## config.mk

```make
export PLATFORM = sky130hd
export DESIGN_NAME = dgie_regs
export DESIGN_NICKNAME = d
export VERILOG_FILES = /design/src/rtl/dgie_pkg.sv /design/src/rtl/dgie_regs.sv
export SDC_FILE = /design/constraint.sdc
export NUM_CORES = 1
export LEC_CHECK = 0
export BUFFER_PORTS_ARGS = -buffer_cell sky130_fd_sc_hd__buf_2
export CORE_MARGIN = 2
export CORE_UTILIZATION = 45
export CTS_BUF_LIST = sky130_fd_sc_hd__clkbuf_4
export DETAILED_ROUTE_END_ITERATION = 6
export PLACE_DENSITY = 0.78
export SLEW_MARGIN = 20
export SYNTH_ARGS = -nofsm -noshare
export SYNTH_HDL_FRONTEND = slang
export SYNTH_SLANG_ARGS = --single-unit
```

## constraint.sdc

```tcl
create_clock -name clk_i -period 1.8 [get_ports clk_i]
set_clock_uncertainty 0.05 [all_clocks]
set_input_delay 0.45 -clock clk_i [delete_from_list [all_inputs] [get_ports clk_i]]
set_output_delay 0.45 -clock clk_i [all_outputs]
set_load 0.005 [all_outputs]
```

## src/rtl/dgie_pkg.sv

```systemverilog
// Shared types and constants of the depth-gated illuminant estimator.
package dgie_pkg;

  // Command codes of an input beat.
  localparam logic [1:0] OP_LOAD = 2'd0;
  localparam logic [1:0] OP_RUN  = 2'd1;
  localparam logic [1:0] OP_READ = 2'd2;

  // Register indexes on the configuration port (byte address is four times the index).
  localparam logic [2:0] REG_ROWS  = 3'd0;
  localparam logic [2:0] REG_COLS  = 3'd1;
  localparam logic [2:0] REG_BLEND = 3'd2;
  localparam logic [2:0] REG_GAIN  = 3'd3;
  localparam logic [2:0] REG_TOL   = 3'd4;
  localparam logic [2:0] REG_ITERS = 3'd5;

  localparam int REG_ADDR_W  = 5;
  localparam int DATA_W      = 32;
  localparam int DIM_W       = 9;
  localparam int WORD_W      = 16;
  localparam int OUT_W       = 20;
  localparam int BLEND_SHIFT = 16;
  localparam int GAIN_SHIFT  = 12;

  // Configuration register contents as seen by the datapath.
  typedef struct packed {
    logic [DIM_W-1:0]  rows;
    logic [DIM_W-1:0]  cols;
    logic [WORD_W-1:0] weight;
    logic [WORD_W-1:0] gain;
    logic [WORD_W-1:0] tol;
    logic [WORD_W-1:0] iters;
  } cfg_t;

endpackage

```

## src/rtl/dgie_regs.sv

```systemverilog
// Configuration register bank behind the APB-style port.
module dgie_regs (
  input  logic                              clk_i,
  input  logic                              rst_ni,
  input  logic                              psel,
  input  logic                              penable,
  input  logic                              pwrite,
  input  logic [dgie_pkg::REG_ADDR_W-1:0]   paddr,
  input  logic [dgie_pkg::DATA_W-1:0]       pwdata,
  output logic [dgie_pkg::DATA_W-1:0]       prdata,
  output logic                              pready,
  output dgie_pkg::cfg_t                    cfg_o
);
  import dgie_pkg::*;

  cfg_t       cfg_q;
  logic [2:0] reg_sel;

  assign reg_sel = paddr[4:2];
  assign pready  = 1'b1;
  assign cfg_o   = cfg_q;

  // Register writes in the access phase.
  always_ff @(posedge clk_i or negedge rst_ni) begin
    if (!rst_ni) begin
      cfg_q.rows   <= 9'd256;
      cfg_q.cols   <= 9'd256;
      cfg_q.weight <= 16'd655;
      cfg_q.gain   <= 16'd8192;
      cfg_q.tol    <= 16'd8;
      cfg_q.iters  <= 16'd100;
    end else if (psel && penable && pwrite && pready) begin
      case (reg_sel)
        REG_ROWS:  cfg_q.rows   <= pwdata[DIM_W-1:0];
        REG_COLS:  cfg_q.cols   <= pwdata[DIM_W-1:0];
        REG_BLEND: cfg_q.weight <= pwdata[WORD_W-1:0];
        REG_GAIN:  cfg_q.gain   <= pwdata[WORD_W-1:0];
        REG_TOL:   cfg_q.tol    <= pwdata[WORD_W-1:0];
        REG_ITERS: cfg_q.iters  <= pwdata[WORD_W-1:0];
        default: ;
      endcase
    end
  end

  // Read-back mux.
  always_comb begin
    case (reg_sel)
      REG_ROWS:  prdata = DATA_W'(cfg_q.rows);
      REG_COLS:  prdata = DATA_W'(cfg_q.cols);
      REG_BLEND: prdata = DATA_W'(cfg_q.weight);
      REG_GAIN:  prdata = DATA_W'(cfg_q.gain);
      REG_TOL:   prdata = DATA_W'(cfg_q.tol);
      REG_ITERS: prdata = DATA_W'(cfg_q.iters);
      default:   prdata = '0;
    endcase
  end
endmodule

```

## After elaboration in Yosys (flattened, before gate mapping)

Index checks and enable logic that the tools add are counted.

- Bits in registers: 82
- Logic and storage cells: 21

- Eq/ne operators: 5
- Muxes and demuxes: 1
- Reduce and logical (&&, ||, !) cells: 9

Operator list:

| kind | number |
|---|---|
| $pmux W16 S6 | 1 |
| $reduce_and A2 Y1 | 6 |
| $eq A3 B2 Y1 const B | 2 |
| $eq A3 B3 Y1 const B | 2 |
| $eq A3 B1 Y1 const B | 1 |
| $logic_not A3 Y1 | 1 |
| $logic_and A1 B1 Y1 | 2 |

## Longest topological paths before layout

- Depth in word-level cells: 3
- Mapped depth: 6
- Depth with buffers taken out: 3

## Least setup slack after synthesis

No wires, ideal clock.

- Path kind: input -> output
- Start: in paddr[2] (netlist name)
- End: out prdata[0] (netlist name)
- Stages on the path: 5
- Slack: -96 ps
- Arrival: 1396 ps
- Required time: 1300 ps
- Cells stage by stage: buf_2 -> buf_2 -> mux2_2 -> nand2_1 -> o221ai_1

- Word-level cells in the longest chain between the ends: 2
- Elaborated cells on any way between the ends: 7

RTL lines:

| what | line | RTL |
|---|---|---|
| start, declared | dgie_regs.sv:8 | `input logic [dgie_pkg::REG_ADDR_W-1:0] paddr,` |
| $eq A3 B3 Y1, or another cell as far along | dgie_regs.sv:47 | `case (reg_sel)` |
| $pmux W16 S6 * | dgie_regs.sv:47 |  |
| end, declared | dgie_regs.sv:10 | `output logic [dgie_pkg::DATA_W-1:0] prdata,` |

Every way passes the cells marked *; elsewhere a longest branch is shown, timed or not.

## Final worst setup path

- Start: reg cfg_q, in the netlist cfg_o[65]
- End: out prdata[1] (netlist name)

- Word-level cells in the longest chain between the ends: 1

RTL lines:

| what | line | RTL |
|---|---|---|
| start, declared | dgie_regs.sv:16 | `cfg_t cfg_q;` |
| $pmux W16 S6 | dgie_regs.sv:47 |  |

Every way passes these cells.

==> out/metrics.cfg <==
[status]
status=finished, violations left
violations=setup timing

[cells_and_area]
mostFrequentLayoutCells=118 x buf_2, 82 x mux2_2, 69 x dfrtp_1, 50 x buf_4, 30 x mux2i_1
fin_nets=501
largest_reg_flops=82
final_area_sq_um=5420
diodes=0
final_cell_count_no_fill=572
fin_util_pct=63.0
final_common_cell=buf_2
area.sequential_sq_um=2070
drive_gt1_share_pct=69.8
syn_to_final_growth_pct=37.3
multi_input_area_sq_um=1820
fillers=665

[sta]
finalWorstSetupSlack_ps=-249
rsz0062_at_grt=true
holdWs_ps=239
tns_ps=-1320
timing.fmax_ghz=0.488
min_period_ps=2050
fin_crit_sh_pct=114
setup-violations-final=11
hold_viol=0
slew_violations=0

[global_route]
grt_max_degree=33
grt_pass1_vias=3031
overflow=0
antenna_found_initial=0
grt_pass1_wl_um=16600
grt_use_total_pct=22.7

[logic_synthesis]
yosysSeqAreaShare_pct=52.4
ys_warn_count=0
synth-seq-cells=82
synthesis.area_sq_um=3950
synth_cells=280
syn_area_per_cell_sq_um=14.1
ys_types=25

[clock_tree]
cts-root-buf=clkbuf_4
insertion_delay_ps=420
clk_pin_slew_worst_paths_ps=130
htree_levels=3
cts_tree=done
cts.sinks=82
numCtsBuffers=9
max-clock-path-buffers=2

[detailed_routing]
routedWlPerCell_um=18.6
drtAntennaViolNets=0
drtIter0Drc=102
drcViolationCount=0
wirelength_um=10600
routed_via_density=5.26
firstDrtPassIters=4
vias=3006

[floorplan]
fp.dieH_um=97.6
placementRows=34
core-area_sq_um=8590
die_w_um=97.6
io_pins=157
die_area_sq_um=9530
initial_core_util_pct=45.9

[placed_design]
dpl_cell_area_sq_um=4890
place.gp.congestion=0.776
port_buffers=121
hpwl_um=7200
place_inst=529

[critical_path]
required_ps=1300
slowest_delay_ps=430
worst_path_max_delay_cell=dfrtp_1
path_class=reg2out
critical_path.max_fanout=3
startpoint_type=register
critPathArrivalTime_ps=1550
end_kind=output pin
critical_path.cell_chain=mux2i_1 > o21ai_1 > a221o_1 > buf_2

[pwr]
p_leak_uw=0.00279
ir_worst_vdd_v=0.000609
p_per_area_nw_per_um2=921

[hold_path]
hp-class=in2reg

[run]
max_cap_viol_count=0

-- final cells by class --
cell class                 instances  area share, %
sequential                        82           38.2
tap                              108           2.49
multi-input combinational        180           33.5
timing repair buffer             185           23.5
inverter                           1         0.0693
clock buffer                       9           1.25
clock inverter                     7          0.947
-- critical path, delay by kind of cell (launching register included) --
family | cells | cell delay [ps]
DFF | 1 | 430
muxes | 1 | 180
buffers and inverters | 1 | 120
AOI/OAI and AO/OA | 2 | 390
-- path summary, 6_finish.rpt --
path	startpoint	endpoint	slack, ps	depth (start not counted)
worst max-delay path	cfg_o[65]$_DFFE_PN0P_	prdata[1]	-250	4
worst min-delay path	pwdata[12]	cfg_o[28]$_DFFE_PN0P_	240	2
worst max register to register	cfg_o[68]$_DFFE_PN0P_	cfg_o[68]$_DFFE_PN0P_	690	3
worst min register to register	cfg_o[37]$_DFFE_PN0P_	cfg_o[37]$_DFFE_PN0P_	490	1
max in group asynchronous	rst_ni	cfg_o[57]$_DFFE_PN1P_	640	3
min in group asynchronous	rst_ni	cfg_o[35]$_DFFE_PN0P_	420	2
-- cell families after synthesis --
logic type / share of synthesized area [%]
other cells: 0.190
simple gates: 4.76
compound gates: 3.77
buf+inv: 5.65
mux: 33.2
flops: 52.4
-- per-layer routing --
| layer | part of all wire, % | vias up | track usage (%) |
|---|---|---|---|
| met5 | 0 | - | 0 |
| met4 | 2.1 | 0 | 8.12 |
| met3 | 4.5 | 18 | 3.45 |
| met2 | 52 | 102 | 39.8 |
| met1 | 41 | 1532 | 28.4 |
| li1 | - | 1354 | - |
-- through the flow --
stage | worst slack [ps] | total power, uW
after CTS | -257 | 4940
after detailed placement | -150 | 3810
after global routing | -306 | 5270
final | -249 | 4990
after floorplan | 1.84 | 3150
after global placement | -136 | 3750
-- cells in the mapped netlist --
master	count	area share, %
o221ai_1	5	1.1
o21ai_0	3	0.38
a221o_1	3	0.76
buf_1	1	0.095
a221oi_1	1	0.22
nand2_1	5	0.48
nor2_4	4	1.1
buf_6	2	0.57
nand3_1	3	0.38
o22ai_1	7	1.1
nor3_4	2	0.82
nand4_4	1	0.54
o21a_1	1	0.19
nand2b_1	2	0.32
dfrtp_1	69	44
mux2_2	87	25
clkbuf_1	2	0.19
buf_2	7	0.89
dfstp_2	13	8.7
conb_1	2	0.19
buf_4	20	3.8
inv_1	1	0.095
mux2i_1	33	8.4
nand4b_4	1	0.60
nor2_1	5	0.48
-- repair_timing --
item,in CTS,in global routing
hold endpoints to repair,24,0
endpoints found under the setup margin,15,16
buffers inserted,16,7
resized for setup,28,11
gates cloned,3,0
hold buffers,1,0
pin swaps,7,2
-- where the power goes --
group | switching (uW) | internal, uW | total, uW
Sequential | 272 | 2240 | 2510
Combinational | 624 | 898 | 1520
Clock | 662 | 294 | 956
Total | 1560 | 3430 | 4990
(Power assumes the default switching activity.)
