<file path="src/rtl/dgie_pkg.sv">
// Shared types and constants of the depth-gated illuminant estimator.
package dgie_pkg;

  // Command codes of an input beat.
  localparam logic [1:0] OP_LOAD = 2'd0;
  localparam logic [1:0] OP_RUN  = 2'd1;
  localparam logic [1:0] OP_READ = 2'd2;

  // Register indexes on the configuration port (byte address is four times the index).
  localparam logic [2:0] REG_ROWS  = 3'd0;
  localparam logic [2:0] REG_COLS  = 3'd1;
  localparam logic [2:0] REG_BLEND = 3'd2;
  localparam logic [2:0] REG_GAIN  = 3'd3;
  localparam logic [2:0] REG_TOL   = 3'd4;
  localparam logic [2:0] REG_ITERS = 3'd5;

  localparam int REG_ADDR_W  = 5;
  localparam int DATA_W      = 32;
  localparam int DIM_W       = 9;
  localparam int WORD_W      = 16;
  localparam int OUT_W       = 20;
  localparam int BLEND_SHIFT = 16;
  localparam int GAIN_SHIFT  = 12;

  // Configuration register contents as seen by the datapath.
  typedef struct packed {
    logic [DIM_W-1:0]  rows;
    logic [DIM_W-1:0]  cols;
    logic [WORD_W-1:0] weight;
    logic [WORD_W-1:0] gain;
    logic [WORD_W-1:0] tol;
    logic [WORD_W-1:0] iters;
  } cfg_t;

endpackage

</file>
<file path="src/rtl/dgie_blend.sv">
// Four-stage pipeline: neighbor average, then blend with the direct sample.
module dgie_blend #(
  parameter int SW = 16
) (
  input  logic          clk_i,
  input  logic          rst_ni,
  input  logic          start_i,
  input  logic [SW+1:0] sum_i,
  input  logic [2:0]    cnt_i,
  input  logic [SW-1:0] own_i,
  input  logic [SW-1:0] sample_i,
  input  logic [15:0]   weight_i,
  output logic          valid_o,
  output logic [SW-1:0] level_o
);
  import dgie_pkg::*;

  // Division by three as a multiply by a rounded-up reciprocal; exact for sums below 2**K.
  localparam int K = (SW % 2 == 0) ? SW + 3 : SW + 2;
  localparam logic [K-1:0] RECIP3 = K'(((64'd1 << K) + 64'd1) / 64'd3);

  logic [3:0]        vld_q;
  logic [SW+K+1:0]   prod3_q;
  logic [SW+1:0]     sum_q;
  logic [2:0]        cnt_q;
  logic [SW-1:0]     own_q;
  logic [SW-1:0]     samp1_q;
  logic [SW-1:0]     samp2_q;
  logic [SW-1:0]     avg_q;
  logic [SW-1:0]     avg_d;
  logic [SW+15:0]    pa_q;
  logic [SW+16:0]    pb_q;
  logic [16:0]       keep;
  logic [SW+17:0]    total;
  logic [SW+1:0]     half;
  logic [SW+1:0]     quarter;

  assign keep    = 17'h10000 - {1'b0, weight_i};
  assign half    = sum_q >> 1;
  assign quarter = sum_q >> 2;
  assign total   = (SW+18)'(pa_q) + (SW+18)'(pb_q);

  // Average picked by the number of qualifying neighbors.
  always_comb begin
    unique case (cnt_q)
      3'd1:    avg_d = sum_q[SW-1:0];
      3'd2:    avg_d = half[SW-1:0];
      3'd3:    avg_d = prod3_q[K +: SW];
      3'd4:    avg_d = quarter[SW-1:0];
      default: avg_d = own_q;
    endcase
  end

  // Valid shift line.
  always_ff @(posedge clk_i or negedge rst_ni) begin
    if (!rst_ni) begin
      vld_q <= '0;
    end else begin
      vld_q <= {vld_q[2:0], start_i};
    end
  end

  // Payload stages.
  always_ff @(posedge clk_i) begin
    prod3_q <= (SW+K+2)'(sum_i) * (SW+K+2)'(RECIP3);
    sum_q   <= sum_i;
    cnt_q   <= cnt_i;
    own_q   <= own_i;
    samp1_q <= sample_i;
    avg_q   <= avg_d;
    samp2_q <= samp1_q;
    pa_q    <= (SW+16)'(samp2_q) * (SW+16)'(weight_i);
    pb_q    <= (SW+17)'(avg_q) * (SW+17)'(keep);
    level_o <= total[BLEND_SHIFT +: SW];
  end

  assign valid_o = vld_q[3];
endmodule

</file>
<file path="config.mk">
export PLATFORM = sky130hd
export DESIGN_NAME = dgie_blend
export DESIGN_NICKNAME = d
export VERILOG_FILES = /design/src/rtl/dgie_pkg.sv /design/src/rtl/dgie_blend.sv
export SDC_FILE = /design/constraint.sdc
export NUM_CORES = 2
export LEC_CHECK = 0
export ABC_AREA = 1
export BUFFER_PORTS_ARGS = -buffer_cell sky130_fd_sc_hd__buf_2
export CORE_UTILIZATION = 60
export DETAILED_ROUTE_END_ITERATION = 8
export PLACE_DENSITY = 0.76
export SLEW_MARGIN = 20
export SYNTH_ARGS = -nofsm -noshare
export SYNTH_HDL_FRONTEND = slang
export SYNTH_SLANG_ARGS = --single-unit
</file>
<file path="constraint.sdc">
create_clock -name clk_i -period 5.4 [get_ports clk_i]
set_clock_uncertainty 0.15 [all_clocks]
set_input_delay 0.81 -clock clk_i [delete_from_list [all_inputs] [get_ports clk_i]]
set_output_delay 0.81 -clock clk_i [all_outputs]
set_load 0.1 [all_outputs]
</file>
==> Word-level counts from Yosys, hierarchy flattened <==
Index checks and enable logic that the tools add are counted.
{ "classes": {"addsub": 2, "n_mul": 3, "eq_ne": 4, "n_mux": 1} }
{ "ops": {"columns": ["cell", "count"], "rows": [
  ["$pmux 16 s4", 1],
  ["$mul 18x18->35 const B", 1],
  ["$add 32x32->32", 1],
  ["$mul 16x16->32", 1],
  ["$mul 16x17->32", 1],
  ["$sub 17x16->17 const A", 1],
  ["$eq 3x2->1 const B", 2],
  ["$eq 3x1->1 const B", 1],
  ["$eq 3x3->1 const B", 1]
]} }
{ "totals": {"regBits": 204, "out_inout_bits": 17, "wordCells": 21} }

==> Longest topological paths before layout <==
{ "logic_depth": {"ltp_word": 2, "mapped_depth": 34, "mapped_depth_nobuf": 32} }

==> Worst setup path before layout <==
OpenSTA, ideal clock, no wires.
{ "synth_timing": {"path_kind": "input port to flip-flop", "from": "input weight_i[0]", "to": "register pb_q[28]", "setup_ps": 112, "t_arrival_ps": 6401, "required_ps": 5138, "slack_ps": -1264, "stages": 29, "path_buffers": 3, "cell_sequence": "buf_6 -> clkbuf_1 -> inv_1 -> ha_1 -> nand3_1 -> nor2_4 -> nand2_2 -> inv_1 -> nand2_1 -> clkbuf_1 -> nand3_1 -> fa_1 -> fa_1 -> fa_1 -> inv_1 -> fa_1 -> fa_1 -> inv_1 -> fa_1 -> inv_1 -> ha_1 -> a21oi_1 -> o21ai_0 -> nand2_1 -> nand2_1 -> a21oi_1 -> nand2_1 -> nand2_1 -> nand2_1"} }
{ "synth_between": {"elab_chain_cells": 2} }
{ "synth_rtl": {"columns": ["element", "line_no", "source"], "rows": [
  ["from (decl)", "dgie_blend.sv:12", "input logic [15:0] weight_i,"],
  ["$sub 17x16->17", "dgie_blend.sv:38", "assign keep = 17'h10000 - {1'b0, weight_i};"],
  ["$mul 16x17->32", "dgie_blend.sv:73", "pb_q <= (SW+17)'(avg_q) * (SW+17)'(keep);"],
  ["to (signal assigned)", "dgie_blend.sv:73", null],
  ["to (decl)", "dgie_blend.sv:32", "logic [SW+16:0] pb_q;"]
]} }
Every way passes these cells.

==> Worst setup path after layout <==
{ "layout_timing": {"from": "input weight_i[6]", "to": "register pb_q[28]"} }
Same word-level chain as after synthesis.

==> summary by stage <==
Global routing
For this run the aggregate overflow at the end of global routing stands at 0. The initial antenna violation count is 1. Global routing used 34.7% of the available tracks. The number of global-route vias before repair was 28780. Entering global routing, the biggest net connects 33 pins.

The wire length of the first global-routing pass is 144000 um.

Route
The remaining number of nets flagged by the antenna check after routing is 0. The via count of the routed design is 27404. The routed via count divided by cell count is 5.28. For this block, the routed nets add up to 88200 um of wire.

The pre-antenna-repair detailed-routing pass consisted of 6 iterations. The number of design rule violations left after detail routing is 0. Dividing the detail-routed wire length by the instance count gives 17.0 um.

The violation count after the first detailed-routing iteration is 1930.

Floorplan
The area of the die is 0.0536 sq mm. During I/O placement, the number of pins put on the boundary was 89. The initialized floorplan defines 83 standard-cell rows.

In this run the vertical extent of the chip is 231 um. The width of the die is 231 um. The initial standard-cell utilization of the core is 61.1%.

The region available for standard cell placement spans 0.0517 sq mm.

Critical path
The startpoint identified for the worst register-to-register timing path is avg_q[4]$_DFF_P_. Data on the critical path is required at its endpoint by 5.66 ns. Among the stages of the critical path, the cell type that occurs most often is sky130_fd_sc_hd__nand2_1.

The peak fanout along the critical path is 4. The startpoint class of the critical path is an input pin. The critical path arrival is 6.32 ns.

The endpoint identified for the worst register-to-register timing path is pb_q[20]$_DFF_P_. The logic depth of the worst register-to-register path is 18. The type of the worst setup path is input pin to flip-flop. The slowest stage of the critical path is the sky130_fd_sc_hd__fa_2 cell. The largest incremental delay on the critical path is 0.58 ns. The worst setup path is captured at a flip-flop. For flop-to-flop paths, the worst setup slack is -0.08 ns.

Clock network
The cell sitting at the root of the clock tree is a sky130_fd_sc_hd__clkbuf_16. The clock tree synthesis step divided the H-tree into 4 levels. The worst-skew pair later-pin latency is 0.51 ns. The clock-pin slew on the worst setup and hold paths is 0.09 ns. In this run the deepest clock path goes through 2 buffers. The number of sinks driven by the clock tree is 185. TritonCTS built the clock tree. The number of buffers created by CTS is 17.

Timing
Setup violations remaining at the end of the flow were counted as 24. Setup repair after global routing could not meet its margin everywhere. The post-route worst setup slack is -0.661 ns. The worst slew margin relative to its limit is 32.7%. The final number of hold-violating endpoints is 0.

The worst path in the final design needs a cycle of 6.06 ns, including I/O delays and setup. The count of final max-slew check failures is 0. The worst hold slack across all endpoints is 0.178 ns. Static timing analysis puts the maximum clock frequency at 165 MHz. After layout, the worst path uses 112% of the clock period. At the pin with the least slew margin, the transition time is 1.01 ns.

Place
The weighted congestion reported at the end of routability-driven placement is 0.962. During placement, the flow inserted port buffers numbering 88. After detailed placement, the total cell area comes to 0.0356 sq mm. The sum of net half-perimeters after detailed placement is 74300 um.

Finish
The share of final-layout standard cells stronger than drive strength 1 is 18.2%. Once layout is done, the placed cells without fillers occupy 0.0377 sq mm. The number of nets in the layout is 5470.

The post-synthesis to final-layout area growth is 19.4%.

Yosys
For this run, the leading register cell type out of synthesis is sky130_fd_sc_hd__dfxtp_1. The synthesized design contains 0 enable-type register cells. The async set or reset register ratio after synthesis is 2.16%.

After synthesis the netlist holds a flip-flop and latch count of 185. The sequential area share after synthesis is 11.8%. The synthesized area per cell is 7.62 sq um. The count of distinct cell types in the synthesized netlist is 39. During synthesis, Yosys emitted a total of 0 warnings.

The total standard cell area after synthesis is 0.0316 sq mm. The number of instances in the synthesized netlist is 4149. The post-synthesis net count is 5120.

Worst hold path
The class of the tightest hold or removal check is flip-flop to flip-flop. The startpoint identified for the worst hold timing path is samp1_q[9]$_DFF_P_. The destination of the worst hold path is samp2_q[9]$_DFF_P_. The worst hold path depth is 0.

Run status
The checks that failed: negative setup slack. The run finished, with violations left.

Flow run
Across the run, the number of max-cap violations was 0.
## layout make-up
| type | instances | area, sq um |
|---|---|---|
| multi-input combinational | 2741 | 24900 |
| fill | 3995 | 14000 |
| inverter | 1121 | 4270 |
| sequential | 185 | 3730 |
| timing repair buffer | 432 | 3340 |
| tap | 680 | 851 |
| clock buffer | 17 | 425 |
| clock inverter | 15 | 183 |
| timing repair inverter | 1 | 7.51 |
| antenna | 1 | 2.50 |
## flip-flops by register name (all words and copies together), names as in the netlist
name     count
own_q       16
samp2_q     16
vld_q        4
pb_q        32
avg_q       16
sum_q       18
level_o     16
pa_q        32
cnt_q        3
prod3_q     16
samp1_q     16
## worst max path at each step
stage | from | endpoint | cells past startpoint
detailed placement | weight_i[6] | pb_q[21]$_DFF_P_ | 28
global route | weight_i[5] | pb_q[28]$_DFF_P_ | 30
finish | weight_i[6] | pb_q[28]$_DFF_P_ | 29
CTS | weight_i[1] | pb_q[21]$_DFF_P_ | 29
global placement | weight_i[6] | pb_q[31]$_DFF_P_ | 26
floorplan | weight_i[1] | pb_q[31]$_DFF_P_ | 29
## per-layer routing
metal  wire length, um  GRT usage [%]  up-vias
li1                  -              -    13006
met5                 0              0        -
met2             42200           59.0      985
met3              5600           4.93      264
met1             35800           43.1    13149
met4              4550           17.5        0
## synth_stat cells, drive strengths merged (7+ instances only)
cell	number	area, sq um
nand2	1018	3860
ha	388	4850
nor2	275	1070
nand3	158	853
buf	21	133
clkbuf	81	304
a221oi	16	140
a21o	7	52.6
nand4	33	206
nor4	8	50.1
fa	511	10200
inv	1120	4200
a21oi	126	631
xor2	30	263
dfxtp	181	3620
o21bai	12	90.1
nor3	28	163
o21ai	92	460
xnor2	17	149
## repair_timing
item | in CTS | in global routing
endpoints found under the setup margin | 42 | 46
endpoints found under the hold margin | 4 | 0
setup buffers | 21 | 9
hold buffers | 1 | 0
gates resized for setup | 189 | 157
gates cloned | 2 | 0
pin swaps | 89 | 34
## cells by family after synthesis
| kind of cell | Yosys count | share of synthesized area, % |
|---|---|---|
| AO/OA/AOI/OAI | 266 | 4.64 |
| XOR/XNOR | 47 | 1.30 |
| adder cells (fa/ha/maj) | 899 | 47.7 |
| buffers and inverters | 1223 | 14.7 |
| flip-flops | 185 | 11.8 |
| AND/OR/NAND/NOR | 1529 | 19.8 |
## critical path, delay by kind of cell
kind	cells	cell delay [ns]
fa+ha+maj	7	3.37
simple gates	12	1.37
buf+inv	9	0.58
compound gates	1	0.17
## placed cells by master, fill, tap and decap left out, types with 9 or more instances in the layout
cell type,n
sky130_fd_sc_hd__a21oi_1,95
sky130_fd_sc_hd__a21oi_2,19
sky130_fd_sc_hd__a21oi_4,12
sky130_fd_sc_hd__a221oi_1,16
sky130_fd_sc_hd__buf_12,14
sky130_fd_sc_hd__buf_2,79
sky130_fd_sc_hd__buf_4,316
sky130_fd_sc_hd__buf_6,17
sky130_fd_sc_hd__clkbuf_16,17
sky130_fd_sc_hd__dfxtp_1,174
sky130_fd_sc_hd__fa_1,498
sky130_fd_sc_hd__fa_2,13
sky130_fd_sc_hd__ha_1,355
sky130_fd_sc_hd__ha_4,33
sky130_fd_sc_hd__inv_1,1067
sky130_fd_sc_hd__inv_2,40
sky130_fd_sc_hd__inv_4,9
sky130_fd_sc_hd__nand2_1,932
sky130_fd_sc_hd__nand2_2,47
sky130_fd_sc_hd__nand2_4,38
sky130_fd_sc_hd__nand3_1,127
sky130_fd_sc_hd__nand3_2,24
sky130_fd_sc_hd__nand4_1,33
sky130_fd_sc_hd__nor2_1,218
sky130_fd_sc_hd__nor2_2,32
sky130_fd_sc_hd__nor2_4,24
sky130_fd_sc_hd__nor3_1,13
sky130_fd_sc_hd__o21ai_0,71
sky130_fd_sc_hd__o21ai_2,15
sky130_fd_sc_hd__o21bai_1,12
sky130_fd_sc_hd__xnor2_1,15
sky130_fd_sc_hd__xor2_1,23
## through the flow
step	TNS, ns	util [%]	setup slack, ns	cells
floorplan	-17.43	-	-0.864	4149
global placement	-37.36	68.8	-1.13	5130
detailed placement	-40.62	68.8	-1.26	5130
CTS	-8.64	71.6	-0.475	5185
global route	-18.09	73.0	-0.855	5193
finish	-12.00	73.0	-0.661	5193
Power is not shown: default switching activity piles up to over one toggle a cycle in this logic, so the estimate is an artifact.
